File: config.mk
export PLATFORM = sky130hd
export DESIGN_NAME = edit_distance_engine_unit_flat
export DESIGN_NICKNAME = d
export VERILOG_FILES = /design/src/ede_pkg.sv /design/src/ede_if.sv /design/src/edit_distance_engine_unit.sv /design/src/ede_ram.sv /design/src/flat_wrapper.sv
export SDC_FILE = /design/constraint.sdc
export NUM_CORES = 1
export LEC_CHECK = 0
export BUFFER_PORTS_ARGS = -buffer_cell sky130_fd_sc_hd__buf_2
export CELL_PAD_IN_SITES_DETAIL_PLACEMENT = 2
export CELL_PAD_IN_SITES_GLOBAL_PLACEMENT = 2
export CORE_ASPECT_RATIO = 1.75
export CORE_UTILIZATION = 43
export DETAILED_ROUTE_END_ITERATION = 10
export PLACE_DENSITY_LB_ADDON = 0.1
export RECOVER_POWER = 100
export SLEW_MARGIN = 40
export SYNTH_ARGS = -nofsm -noshare
export SYNTH_HDL_FRONTEND = slang
export SYNTH_SLANG_ARGS = --single-unit
File: constraint.sdc
create_clock -name i_clk -period 5.6 [get_ports i_clk]
set_input_delay 0.28 -clock i_clk [delete_from_list [all_inputs] [get_ports i_clk]]
set_output_delay 0.28 -clock i_clk [all_outputs]
set_load 0.05 [all_outputs]
File: src/ede_pkg.sv
// Package of the edit distance engine: field widths, command codes, defaults
// and the case folding function. No dependencies.
package ede_pkg;

    localparam int unsigned MaxLenDef = 32;
    localparam int unsigned ModeW     = 2;
    localparam int unsigned CharW     = 8;
    localparam int unsigned DistW     = 6;
    localparam int unsigned DistMax   = 63;

    typedef enum logic [ModeW-1:0] {
        MODE_LOAD_A  = 2'd0,
        MODE_LOAD_B  = 2'd1,
        MODE_COMPUTE = 2'd2
    } t_mode;

    // Maps ASCII upper case letters to lower case when folding is enabled.
    function automatic logic [CharW-1:0] fold_char(input logic [CharW-1:0] c,
                                                   input logic enable);
        logic [CharW-1:0] res;
        res = c;
        if (enable && c >= 8'h41 && c <= 8'h5A) begin
            res = c + 8'h20;
        end
        return res;
    endfunction

endpackage

File: src/ede_if.sv
// Channel interfaces of the edit distance engine: command items in, results out.
// Depends on ede_pkg for the field widths.
interface ede_in_if;
    import ede_pkg::*;
    logic             valid;
    logic             ready;
    logic [ModeW-1:0] mode;
    logic [CharW-1:0] char_code;
    modport source (output valid, output mode, output char_code, input ready);
    modport sink (input valid, input mode, input char_code, output ready);
endinterface

interface ede_out_if;
    import ede_pkg::*;
    logic             valid;
    logic             ready;
    logic [DistW-1:0] distance;
    logic             too_long;
    modport source (output valid, output distance, output too_long, input ready);
    modport sink (input valid, input distance, input too_long, output ready);
endinterface

File: src/edit_distance_engine_unit.sv
// Top level of the edit distance engine.
// Depends on ede_pkg, ede_if and ede_ram.
//
// The engine computes the Levenshtein distance (insert, delete and substitute
// each cost one) between two byte strings of up to MAX_LEN bytes. A transaction
// with mode MODE_LOAD_A appends char_code to the first string and one with
// MODE_LOAD_B appends it to the second; a byte that arrives when its string is
// full is dropped and the too_long flag of the next result is set. A
// transaction with MODE_COMPUTE runs the dynamic program, delivers one result
// (distance saturated to 63, too_long) and then empties both strings and the
// flag for the next pair. Mode 3 is accepted and ignored. Loads are accepted
// back to back, even while an earlier result waits on the output register. A
// compute keeps the input stalled while it initializes each working row entry
// in ST_INIT, then opens each row in ST_ROW_A and ST_ROW_B and works one cell
// per cycle in ST_CELL, a pace set by the single read port of the working row
// memory, and last hands the result over in ST_DONE. Both strings share one RAM
// and the working row lives in a second RAM; neither needs a clearing pass after
// reset. The fold_case register (reset 1) folds A-Z to a-z at compare time and
// is written by i_cfg_we with i_cfg_data.
module edit_distance_engine_unit #(
    parameter int unsigned MAX_LEN = ede_pkg::MaxLenDef
) (
    input  logic      i_clk,
    input  logic      i_rst_n,
    ede_in_if.sink    i_item,
    ede_out_if.source o_result,
    input  logic      i_cfg_we,
    input  logic      i_cfg_data
);
    import ede_pkg::*;

    // Index width of one string, count width (holds MAX_LEN itself).
    localparam int unsigned IW = (MAX_LEN > 1) ? $clog2(MAX_LEN) : 1;
    localparam int unsigned CW = $clog2(MAX_LEN + 1);
    localparam int unsigned XW = CW + DistW;

    typedef enum logic [5:0] {
        ST_IDLE  = 6'b000001,
        ST_INIT  = 6'b000010,
        ST_ROW_A = 6'b000100,
        ST_ROW_B = 6'b001000,
        ST_CELL  = 6'b010000,
        ST_DONE  = 6'b100000
    } t_state;

    t_state           r_state, n_state;
    logic [CW-1:0]    r_len_a, n_len_a;
    logic [CW-1:0]    r_len_b, n_len_b;
    logic             r_ovf, n_ovf;
    logic             r_fold;
    logic [CW-1:0]    r_i, n_i;
    logic [CW-1:0]    r_j, n_j;
    logic [CW-1:0]    r_left, n_left;
    logic [CW-1:0]    r_diag, n_diag;
    logic [CharW-1:0] r_a, n_a;
    logic             r_out_valid, n_out_valid;
    logic [DistW-1:0] r_out_dist, n_out_dist;
    logic             r_out_long, n_out_long;

    // Text RAM: the first string in the lower half, the second in the upper.
    logic             text_we;
    logic [IW:0]      text_waddr;
    logic [IW:0]      text_raddr;
    logic [CharW-1:0] text_rdata;

    // Working row RAM.
    logic             row_we;
    logic [CW-1:0]    row_waddr;
    logic [CW-1:0]    row_wdata;
    logic [CW-1:0]    row_raddr;
    logic [CW-1:0]    row_rdata;

    logic             in_acc;
    logic [CW:0]      cand_up;
    logic [CW:0]      cand_left;
    logic [CW:0]      cand_diag;
    logic [CW:0]      cand_min;
    logic [XW-1:0]    left_ext;
    logic [IW-1:0]    row_prev;

    ede_ram #(.WIDTH(CharW), .DEPTH(2 * (1 << IW))) u_text_ram (
        .i_clk   (i_clk),
        .i_we    (text_we),
        .i_waddr (text_waddr),
        .i_wdata (i_item.char_code),
        .i_raddr (text_raddr),
        .o_rdata (text_rdata)
    );

    ede_ram #(.WIDTH(CW), .DEPTH(MAX_LEN + 1)) u_row_ram (
        .i_clk   (i_clk),
        .i_we    (row_we),
        .i_waddr (row_waddr),
        .i_wdata (row_wdata),
        .i_raddr (row_raddr),
        .o_rdata (row_rdata)
    );

    assign i_item.ready      = (r_state == ST_IDLE);
    assign in_acc            = i_item.valid && i_item.ready;
    assign o_result.valid    = r_out_valid;
    assign o_result.distance = r_out_dist;
    assign o_result.too_long = r_out_long;

    // One cell of the recurrence: the smallest of the entry above plus one,
    // the entry to the left plus one, and the diagonal plus the mismatch cost.
    always_comb begin
        cand_up   = {1'b0, row_rdata} + 1'b1;
        cand_left = {1'b0, r_left} + 1'b1;
        cand_diag = {1'b0, r_diag}
                  + ((r_a != fold_char(text_rdata, r_fold)) ? 1'b1 : 1'b0);
        cand_min  = (cand_up < cand_left) ? cand_up : cand_left;
        if (cand_diag < cand_min) begin
            cand_min = cand_diag;
        end
    end

    assign left_ext = XW'(r_left);
    assign row_prev = IW'(r_i - 1'b1);

    always_comb begin
        n_state     = r_state;
        n_len_a     = r_len_a;
        n_len_b     = r_len_b;
        n_ovf       = r_ovf;
        n_i         = r_i;
        n_j         = r_j;
        n_left      = r_left;
        n_diag      = r_diag;
        n_a         = r_a;
        n_out_valid = r_out_valid && !o_result.ready;
        n_out_dist  = r_out_dist;
        n_out_long  = r_out_long;
        text_we     = 1'b0;
        text_waddr  = '0;
        text_raddr  = '0;
        row_we      = 1'b0;
        row_waddr   = '0;
        row_wdata   = '0;
        row_raddr   = '0;

        unique case (r_state)
            ST_IDLE: begin
                if (in_acc) begin
                    unique case (i_item.mode)
                        MODE_LOAD_A: begin
                            if (r_len_a < CW'(MAX_LEN)) begin
                                text_we    = 1'b1;
                                text_waddr = {1'b0, r_len_a[IW-1:0]};
                                n_len_a    = r_len_a + 1'b1;
                            end else begin
                                n_ovf = 1'b1;
                            end
                        end
                        MODE_LOAD_B: begin
                            if (r_len_b < CW'(MAX_LEN)) begin
                                text_we    = 1'b1;
                                text_waddr = {1'b1, r_len_b[IW-1:0]};
                                n_len_b    = r_len_b + 1'b1;
                            end else begin
                                n_ovf = 1'b1;
                            end
                        end
                        MODE_COMPUTE: begin
                            n_j     = '0;
                            n_state = ST_INIT;
                        end
                        default: begin
                        end
                    endcase
                end
            end
            ST_INIT: begin
                // Row zero holds the distance from the empty prefix.
                row_we    = 1'b1;
                row_waddr = r_j;
                row_wdata = r_j;
                if (r_j == r_len_b) begin
                    n_left  = r_len_b;
                    n_i     = CW'(1);
                    n_state = (r_len_a == '0) ? ST_DONE : ST_ROW_A;
                end else begin
                    n_j = r_j + 1'b1;
                end
            end
            ST_ROW_A: begin
                text_raddr = {1'b0, row_prev};
                row_raddr  = '0;
                n_state    = ST_ROW_B;
            end
            ST_ROW_B: begin
                n_a       = fold_char(text_rdata, r_fold);
                n_diag    = row_rdata;
                row_we    = 1'b1;
                row_waddr = '0;
                row_wdata = r_i;
                n_left    = r_i;
                if (r_len_b == '0) begin
                    if (r_i == r_len_a) begin
                        n_state = ST_DONE;
                    end else begin
                        n_i     = r_i + 1'b1;
                        n_state = ST_ROW_A;
                    end
                end else begin
                    text_raddr = {1'b1, IW'(0)};
                    row_raddr  = CW'(1);
                    n_j        = CW'(1);
                    n_state    = ST_CELL;
                end
            end
            ST_CELL: begin
                row_we    = 1'b1;
                row_waddr = r_j;
                row_wdata = cand_min[CW-1:0];
                n_left    = cand_min[CW-1:0];
                n_diag    = row_rdata;
                if (r_j == r_len_b) begin
                    if (r_i == r_len_a) begin
                        n_state = ST_DONE;
                    end else begin
                        n_i     = r_i + 1'b1;
                        n_state = ST_ROW_A;
                    end
                end else begin
                    // The next cell reads an entry that no write of this
                    // cycle touches, so no forwarding is needed.
                    text_raddr = {1'b1, r_j[IW-1:0]};
                    row_raddr  = r_j + 1'b1;
                    n_j        = r_j + 1'b1;
                end
            end
            ST_DONE: begin
                // Wait here if the previous result has not been taken yet.
                if (!r_out_valid || o_result.ready) begin
                    n_out_valid = 1'b1;
                    n_out_dist  = (left_ext > XW'(DistMax)) ? DistW'(DistMax)
                                                            : left_ext[DistW-1:0];
                    n_out_long  = r_ovf;
                    n_len_a     = '0;
                    n_len_b     = '0;
                    n_ovf       = 1'b0;
                    n_state     = ST_IDLE;
                end
            end
            default: begin
                n_state = ST_IDLE;
            end
        endcase
    end

    always_ff @(posedge i_clk) begin
        if (!i_rst_n) begin
            r_state     <= ST_IDLE;
            r_len_a     <= '0;
            r_len_b     <= '0;
            r_ovf       <= 1'b0;
            r_fold      <= 1'b1;
            r_out_valid <= 1'b0;
        end else begin
            r_state     <= n_state;
            r_len_a     <= n_len_a;
            r_len_b     <= n_len_b;
            r_ovf       <= n_ovf;
            r_out_valid <= n_out_valid;
            if (i_cfg_we) begin
                r_fold <= i_cfg_data;
            end
        end
    end

    always_ff @(posedge i_clk) begin
        r_i        <= n_i;
        r_j        <= n_j;
        r_left     <= n_left;
        r_diag     <= n_diag;
        r_a        <= n_a;
        r_out_dist <= n_out_dist;
        r_out_long <= n_out_long;
    end

endmodule

File: src/ede_ram.sv
// Generic single write port, single read port RAM with a registered read.
// No dependencies.
module ede_ram #(
    parameter int unsigned WIDTH = 8,
    parameter int unsigned DEPTH = 32,
    localparam int unsigned AW = (DEPTH > 1) ? $clog2(DEPTH) : 1
) (
    input  logic             i_clk,
    input  logic             i_we,
    input  logic [AW-1:0]    i_waddr,
    input  logic [WIDTH-1:0] i_wdata,
    input  logic [AW-1:0]    i_raddr,
    output logic [WIDTH-1:0] o_rdata
);

    logic [WIDTH-1:0] r_mem [DEPTH];

    always_ff @(posedge i_clk) begin
        if (i_we) begin
            r_mem[i_waddr] <= i_wdata;
        end
        o_rdata <= r_mem[i_raddr];
    end

endmodule

File: src/flat_wrapper.sv
// flat-port wrapper written by rule: the top's interface ports become plain ports
module edit_distance_engine_unit_flat import ede_pkg::*;
#(
    parameter int unsigned MAX_LEN = ede_pkg::MaxLenDef
)
  (i_clk, i_rst_n, i_cfg_we, i_cfg_data, i_item_valid, i_item_mode, i_item_char_code, i_item_ready, o_result_valid, o_result_distance, o_result_too_long, o_result_ready);
  ede_in_if i_item_i ();
  ede_out_if o_result_i ();
  input  logic i_clk;
  input  logic i_rst_n;
  input  logic i_cfg_we;
  input  logic i_cfg_data;
  input wire logic [$bits(i_item_i.valid)-1:0] i_item_valid;
  input wire logic [$bits(i_item_i.mode)-1:0] i_item_mode;
  input wire logic [$bits(i_item_i.char_code)-1:0] i_item_char_code;
  output wire logic [$bits(i_item_i.ready)-1:0] i_item_ready;
  output wire logic [$bits(o_result_i.valid)-1:0] o_result_valid;
  output wire logic [$bits(o_result_i.distance)-1:0] o_result_distance;
  output wire logic [$bits(o_result_i.too_long)-1:0] o_result_too_long;
  input wire logic [$bits(o_result_i.ready)-1:0] o_result_ready;
  assign i_item_i.valid = i_item_valid;
  assign i_item_i.mode = i_item_mode;
  assign i_item_i.char_code = i_item_char_code;
  assign i_item_ready = i_item_i.ready;
  assign o_result_valid = o_result_i.valid;
  assign o_result_distance = o_result_i.distance;
  assign o_result_too_long = o_result_i.too_long;
  assign o_result_i.ready = o_result_ready;
  edit_distance_engine_unit #(.MAX_LEN(MAX_LEN)) u_core (.i_clk(i_clk), .i_rst_n(i_rst_n), .i_item(i_item_i), .o_result(o_result_i), .i_cfg_we(i_cfg_we), .i_cfg_data(i_cfg_data));
endmodule
==> results_dict.tcl, run 1 <==
set metrics [dict create \
    status "finished with violations" \
    violations "capacitance limit, slew limit" \
    ir_drop_v 0.000475 \
    synth_top_family_by_area "multiplexers" \
    cellPowerDensity_nw_per_um2 341 \
    yosys_warnings 0 \
    cap_violations 10 \
    crit_path_start_kind "register" \
    power.leakage_nw 11.6 \
    pin_count 25 \
    critPathMaxStageDelay_ns 1.57 \
    wl_mm 96.4 \
    setup_ws_ns 0.245 \
    place_ws_ns 0.276 \
    final_nets 2211 \
    synth.cell_area_um2 32700 \
    synth.area.mux_share_pct 12.1 \
    cts.sinks 784 \
    htreeDepth 3 \
    cts_buffer_depth 3 \
    drt-initial-drc-count 935 \
    grt_pass1_wl_mm 141 \
    initial_core_util_pct 43.5 \
    pwr-share-clk_pct 43.0 \
    cts_root_buf "clkbuf_16" \
    dpl-instance-area_um2 34200 \
    cp.arrival_ns 5.86 \
    relSlewSlack_pct -147 \
    cp_cell_sequence "buf_4 > xnor2_1 > nand4_1 > o211ai_1 > a21boi_1 > buf_4 > a22oi_1 > a21oi_1 > nor4_1 > mux2_1" \
    synth_compound_area_share_pct 6.59 \
    ys_ff_latch 784 \
    synth_edf_count 749 \
    cp_max_fo 31 \
    dr.pass1.iters 4 \
    cts.clk_slew.worst_paths_ns 0.07 \
    period_share_pct 95.6 \
    antenna_cells 0 \
    die_x_um 211 \
    syn_to_final_growth_pct 12.3 \
    end_kind "register" \
    overflow 0 \
    hold_path_class "in2reg" \
    path_class "reg2reg" \
    antenna_left 0 \
    drive_above_1_share_pct 10.3 \
    avgSynthCellArea_um2 15.5 \
    cts_tree "built" \
    seq_power_share_pct 52.2 \
    fmax_mhz 187 \
    dieArea_um2 77200 \
    port_buffers 24 \
    num_rows 133 \
    synth_xor_area_share_pct 1.39 \
    rsz0062_at_grt "no" \
    fin_setup_tns_ns 0 \
    ys_seq_area_share_pct 70.9 \
    drc 0 \
    intPower_mw 9.77 \
    clock_latency_ns 0.65 \
    n_fill_cell 7059 \
    routedWlPerCell_um 29.7 \
    dp_hpwl_mm 65.5 \
    antenna_found_initial 0 \
    fp.coreArea_um2 75200 \
    cts_setup_buffers 0 \
    numCtsBuffers 76 \
    final_area_um2 36700 \
    synth_nets 2153 \
    crit_path_top_delay_cell "a21boi_1" \
    yosysUniqueCellTypes 74 \
    async_flop_share_pct 0 \
    synthSimpleGateAreaFrac_pct 6.05 \
    layout_min_cycle_time_ns 5.36 \
    ys.flop_type "edfxtp_1" \
    critPathRequiredTime_ns 6.10 \
    power_switching_mw 2.75 \
    synthAdderAreaFrac_pct 0.918 \
    hold_viol_final 0 \
    setup_viol 0 \
    vias 18500 \
    die_h_um 367 \
    syn_inst 2113 \
    drv_slew 534 \
    combPwrFrac_pct 4.8 \
    swShare_pct 22.0 \
    grt_pass1_vias 20900 \
    clock_skew_ns 0.0257 \
    grt_max_degree 65 \
    worstMarginPinSlew_ns 3.71 \
    grtUsageTotal_pct 25.3 \
    cpMostUsedCell "buf_4" \
    vias_per_cell 5.70 \
    place.gp.congestion 0.835 \
]
## per-layer routing
layer  routed length [µm]  GRT usage [%]  vias up
met5                    0              0        -
met4                 4870           12.9        0
met3                 2400           2.86      175
met2                55500           49.9      357
met1                33600           25.6     9645
li1                     -              -     8336
## cells in the final DEF, fill, tap and decap left out, types with 26 or more instances in the layout
cell type and n:
a21oi_1 72, a22oi_1 109, buf_4 37, clkbuf_1 44, clkbuf_16 81, dfxtp_1 35
edfxtp_1 749, mux2i_1 357, nand2_1 70, nand3_1 44, nor2_1 151, nor3_1 27
o22ai_1 32, xor2_1 26
## metrics by stage
step	instances	utilization, %	power [mW]	hold WS [ns]
3_5_place_dp	3098	45.5	7.28	0.480
5_1_grt	3246	48.9	12.9	0.133
4_1_cts	3244	49.0	12.7	0.0881
2_1_floorplan	2113	-	6.99	0.379
3_3_place_gp	3095	45.4	7.24	0.464
6_report	3246	48.9	12.5	0.125
## final timing paths
path / from / to / slack (ns) / depth (start not counted)
worst max-delay path: u_core.r_j[0]$_DFFE_PP_ / u_core.u_text_ram.o_rdata[5]$_DFF_P_ / 0.24 / 10
worst min-delay path: i_item_valid / u_core.r_state[1]$_SDFFE_PN0P_ / 0.12 / 4
worst max register to register: u_core.r_j[0]$_DFFE_PP_ / u_core.u_text_ram.o_rdata[5]$_DFF_P_ / 0.24 / 10
worst min register to register: u_core.u_row_ram.o_rdata[4]$_DFF_P_ / u_core.r_diag[4]$_DFFE_PN_ / 0.48 / 0
## cell usage after synthesis (7+ instances only)
cell      instances  area [µm²]
a211oi_1         13        97.6
a21o_1            7        52.6
a21oi_1          71         355
a22oi_1         109         818
a31oi_1          14        87.6
and2_1           17         106
and3_1           11        68.8
buf_2            57         285
buf_4            12        90.1
clkbuf_1         40         150
dfxtp_1          35         701
edfxtp_1        749       22500
ha_1             24         300
inv_1            25        93.8
mux2_2           30         338
mux2i_1         357        3570
nand2_1          70         263
nand2b_1          7        43.8
nand3_1          44         220
nand3b_1          9        67.6
nor2_1          150         563
nor3_1           28         140
nor4_1           23         144
o211ai_1          7        52.6
o21ai_0          23         115
o22ai_1          32         200
xnor2_1          25         219
xor2_1           27         236
## registers in the layout (all words and copies together), names as in the netlist, 6 cells and up
| name | flops |
|---|---|
| u_core.r_j | 6 |
| u_core.r_a | 8 |
| u_core.u_row_ram.r_mem | 198 |
| u_core.r_state | 6 |
| u_core.o_result.distance | 6 |
| u_core.r_i | 6 |
| u_core.u_row_ram.o_rdata | 6 |
| u_core.u_text_ram.r_mem | 512 |
| u_core.r_len_b | 6 |
| u_core.r_diag | 6 |
| u_core.r_left | 6 |
| u_core.u_text_ram.o_rdata | 8 |
| u_core.r_len_a | 6 |
## worst max-delay path, delay by kind of cell, from the launching register on
family	cells	cell delay [ns]
multiplexers	1	0.38
flip-flops	1	0.38
buffers and inverters	2	0.80
XOR/XNOR	1	0.22
AO/OA/AOI/OAI	4	2.77
AND/OR/NAND/NOR	2	0.60
## logic make-up (layout without fill, tap and decap cells)
| kind of cell | after synthesis | in the layout |
|---|---|---|
| simple gates | 405 | 405 |
| mux | 390 | 390 |
| xor+xnor | 52 | 52 |
| flops | 784 | 784 |
| buf+inv | 139 | 260 |
| compound gates | 319 | 319 |
| fa+ha+maj | 24 | 24 |
## power groups by stage
stage          clock, mW  combinational, mW  sequential, mW
5_1_grt             5.66              0.653            6.54
2_1_floorplan          0              0.348            6.64
3_3_place_gp           0              0.588            6.65
3_5_place_dp           0              0.622            6.66
6_report            5.38              0.603            6.54
4_1_cts             5.49              0.631            6.53
## what timing repair did
| action | 4_1_cts | 5_1_grt |
|---|---|---|
| setup endpoints to repair | 0 | 99 |
| resized for setup | 0 | 4 |
| endpoints found under the hold margin | 6 | 0 |
| hold buffers | 5 | 0 |
## cell type report
type / instances / area (µm²) / area share [%]
sequential: 784 / 23200 / 63.1
multi-input combinational: 1190 / 8920 / 24.3
clock buffer: 104 / 2130 / 5.81
tap: 1012 / 1270 / 3.45
timing repair buffer: 94 / 687 / 1.87
clock inverter: 37 / 458 / 1.25
inverter: 25 / 93.8 / 0.255
No activity file was read; power rests on OpenSTA's default activity.
==> run 2: changes to the inputs <==
Settings changed: CORE_UTILIZATION 43 to 45, CTS_BUF_LIST set to sky130_fd_sc_hd__clkbuf_4 sky130_fd_sc_hd__clkbuf_8, RECOVER_POWER 100 to not set, SYNTH_HIERARCHICAL set to 1.
==> run 2 against run 1 <==
  * Hold slack worse by 0.042 ns
  * Die area down 5.1%
  * Largest power group unchanged
  * Clock power decreased by 10%
  * Synthesized area down 0.69%
  * Critical path depth up 6
  * Power is 6.1% lower
  * Cell count fell by 7.8%
  * Core utilization is 1.9 points higher
  * The run now ends clean
  * Combinational power shrank 24%
  * First-iteration DRC count is 11% lower
  * Fmax rose by 3.3%
  * Clock skew grew 0.014 ns
==> results_dict.tcl, run 2 <==
set metrics [dict create \
    swShare_pct 22.2 \
    seq_power_share_pct 55.1 \
    grt_pass1_wl_mm 134 \
    period_share_pct 92.6 \
    layout_commonest_cell "edfxtp_1" \
    cp_max_fo 33 \
    cts.clk_slew.worst_paths_ns 0.06 \
    reg2regPathDepth 16 \
    fin_setup_tns_ns 0 \
    rr_endpoint "u_core/u_row_ram/r_mem[7][4]$_DFFE_PP_" \
    grtUsageTotal_pct 25.7 \
    met2_length_mm 53.9 \
    synth.cell_area_um2 32500 \
    vias_per_cell 5.87 \
    final_nets 2021 \
    port_buffers 24 \
    die_x_um 205 \
    overflow 0 \
    fp.coreArea_um2 71600 \
    avgSynthCellArea_um2 17.4 \
    cp.arrival_ns 5.69 \
    dieArea_um2 73300 \
    ys_ff_latch 784 \
    synth_area_leader_cell "edfxtp_1" \
    yosys_warnings 6 \
    drt-initial-drc-count 830 \
    async_flop_share_pct 0 \
    num_rows 130 \
    end_kind "register" \
    largest_reg_flops 512 \
    cpMostUsedCell "o21ai_0" \
    fmax_mhz 193 \
    numCtsBuffers 111 \
    yosysMostFrequentCell "edfxtp_1" \
    routedWlPerCell_um 30.6 \
    path_delay_family "compound AO/OA/AOI/OAI gates" \
    cellPowerDensity_nw_per_um2 324 \
    antenna_found_initial 2 \
    top_register "u_core/u_text_ram/r_mem" \
    dr.pass1.iters 5 \
    crit_cells 16 \
    crit_path_top_delay_cell "dfxtp_1" \
    cts_resized 0 \
    hold_viol_final 0 \
    place.gp.congestion 0.842 \
    final_area_um2 36300 \
    grt_max_degree 65 \
    cp_cell_sequence "nand2_1 > o21a_1 > or2_2 > ha_1 > nand2_1 > o21ai_0 > a21o_1 > o21ai_0 > ha_1 > o21ai_0 > o21ai_1 > nor2_1 > mux2_2 > or4_1 > nand3_1 > buf_4" \
    critPathRequiredTime_ns 6.10 \
    wl_mm 91.6 \
    path_class "reg2reg" \
    cts_root_buf "clkbuf_8" \
    pwr-share-clk_pct 41.0 \
    dpl-instance-area_um2 33900 \
    worstMarginPinSlew_ns 0.907 \
    setup_viol 0 \
    hold_path_class "in2reg" \
    synth_top_area_share_pct 69.2 \
    drive_above_1_share_pct 23.7 \
    relSlewSlack_pct 39.3 \
    path_buf_inv 1 \
    status "finished, final reports clean" \
    ys_seq_area_share_pct 71.4 \
    grt_pass1_vias 19900 \
    synthTopCellsByCount "edfxtp_1, nor2_1, mux2i_1" \
    intPower_mw 9.16 \
    ys.flop_type "edfxtp_1" \
    multiInputGateArea_um2 8750 \
    r2r-start "u_core/u_row_ram/o_rdata[0]$_DFF_P_" \
    clock_latency_ns 0.76 \
    drc 0 \
    dp_hpwl_mm 62.9 \
    seqCellArea_um2 23200 \
    combPwrFrac_pct 3.9 \
    vias 17600 \
    pin_count 25 \
    reg_top3 "u_core/u_text_ram/r_mem x512, u_core/u_row_ram/r_mem x198" \
    cts.sinks 784 \
    synth_nets 1906 \
    syn_to_final_growth_pct 11.9 \
    cap_violations 0 \
    power_switching_mw 2.61 \
    cts_buffer_depth 3 \
    critPathMaxStageDelay_ns 0.56 \
    antenna_left 0 \
    power.leakage_nw 11.1 \
    clock_skew_ns 0.0396 \
    n_fill_cell 6455 \
    die_h_um 357 \
    drv_slew 0 \
    htreeDepth 3 \
    initial_core_util_pct 45.4 \
    highest_layer "met4" \
    layout_common_cells "edfxtp_1, nor2_1, mux2i_1, mux4_2, clkbuf_8" \
    r2r_setup_slack_ns 0.42 \
    rsz0062_at_grt "no" \
    syn_inst 1866 \
    critPathLaunch "u_core/u_row_ram/o_rdata[0]$_DFF_P_" \
    synth_edf_count 749 \
    wl_met1_mm 31.0 \
    ir_drop_v 0.000339 \
    cts_setup_buffers 0 \
    holdWs_ns 0.0830 \
    synth_area_leaders "edfxtp_1, mux4_2, mux2i_1, dfxtp_1, nor2_1" \
    cts_tree "built" \
    crit_path_end "u_core/u_row_ram/r_mem[7][4]$_DFFE_PP_" \
    crit_path_start_kind "register" \
    wl_met3_mm 2.59 \
    yosysUniqueCellTypes 71 \
    layout_min_cycle_time_ns 5.18 \
]
run 2: cell count changes after synthesis, moves of 10 or more:
cell,change
a22oi_1,-67
mux4_2,+124
mux2_2,-16
a22o_1,+10
nor2b_1,+15
mux2i_1,-230
a221oi_2,+10
nor2_1,+16
a21oi_1,-43
nor4_1,-13
buf_2,-40
o22ai_1,-15
run 2: area by class of cell:
class	count	area share [%]
Inverter	20	0.207
Timing Repair Buffer	105	2.28
Tap cell	924	3.18
Antenna cell	1	0.00688
Multi-Input combinational cell	959	24.1
Clock inverter	74	1.89
Clock buffer	127	4.55
Sequential cell	784	63.8
run 2: metal layers:
metal	vias up	GRT usage, %
li1	7686	-
met1	9316	25.8
met2	401	51.1
met3	176	2.68
met4	0	12.5
met5	-	0
run 2: worst min-delay path by stage:
stage                                    from                                 endpoint  slack (ns)  cells after the start
global placement    u_core/r_ovf$_SDFFE_PN0P_       u_core/o_result.too_long$_DFFE_PP_        0.43                      0
detailed placement  u_core/r_ovf$_SDFFE_PN0P_       u_core/o_result.too_long$_DFFE_PP_        0.44                      0
finish                    i_item_char_code[3]  u_core/u_text_ram/r_mem[2][3]$_DFFE_PP_        0.08                      1
floorplan                             i_rst_n               u_core/r_fold$_SDFFE_PN1P_        0.34                      1
CTS                            i_item_mode[1]           u_core/r_state[0]$_SDFFE_PN1P_       0.009                      3
global route                   i_item_mode[1]           u_core/r_state[0]$_SDFFE_PN1P_        0.08                      3
run 2: metrics by stage:
step | utilization, % | setup WS [ns] | cells | power (mW)
final | 50.8 | 0.415 | 2994 | 11.8
after global routing | 50.8 | 0.0370 | 2994 | 12.1
after CTS | 50.7 | 0.443 | 2992 | 11.9
after detailed placement | 47.3 | 0.553 | 2788 | 7.06
after global placement | 47.3 | 0.723 | 2788 | 7.04
after floorplan | - | 0.233 | 1866 | 6.84
run 2: timing repair:
item,in CTS,in global routing
hold buffers,3,0
endpoints found under the hold margin,5,0
setup endpoints to repair,0,0
run 2: cell families (layout without fill, tap and decap cells):
logic type                 count (synthesis)  in the layout  synth area share, %
AOI/OAI and AO/OA                        211            211                 5.05
xor gates and xnor gates                  49             49                 1.32
adders and majority gates                 24             24                0.924
buffers and inverters                    123            326                 2.25
DFF                                      784            784                 71.4
muxes                                    267            267                 13.1
other                                      0              1                    0
and+or+nand+nor                          408            408                 5.95
run 2: power by group through the flow:
stage,sequential (mW),clock [mW],combinational [mW]
after global routing,6.48,5.15,0.494
after detailed placement,6.61,0,0.454
after CTS,6.48,4.97,0.460
after global placement,6.61,0,0.428
after floorplan,6.59,0,0.250
final,6.48,4.82,0.457
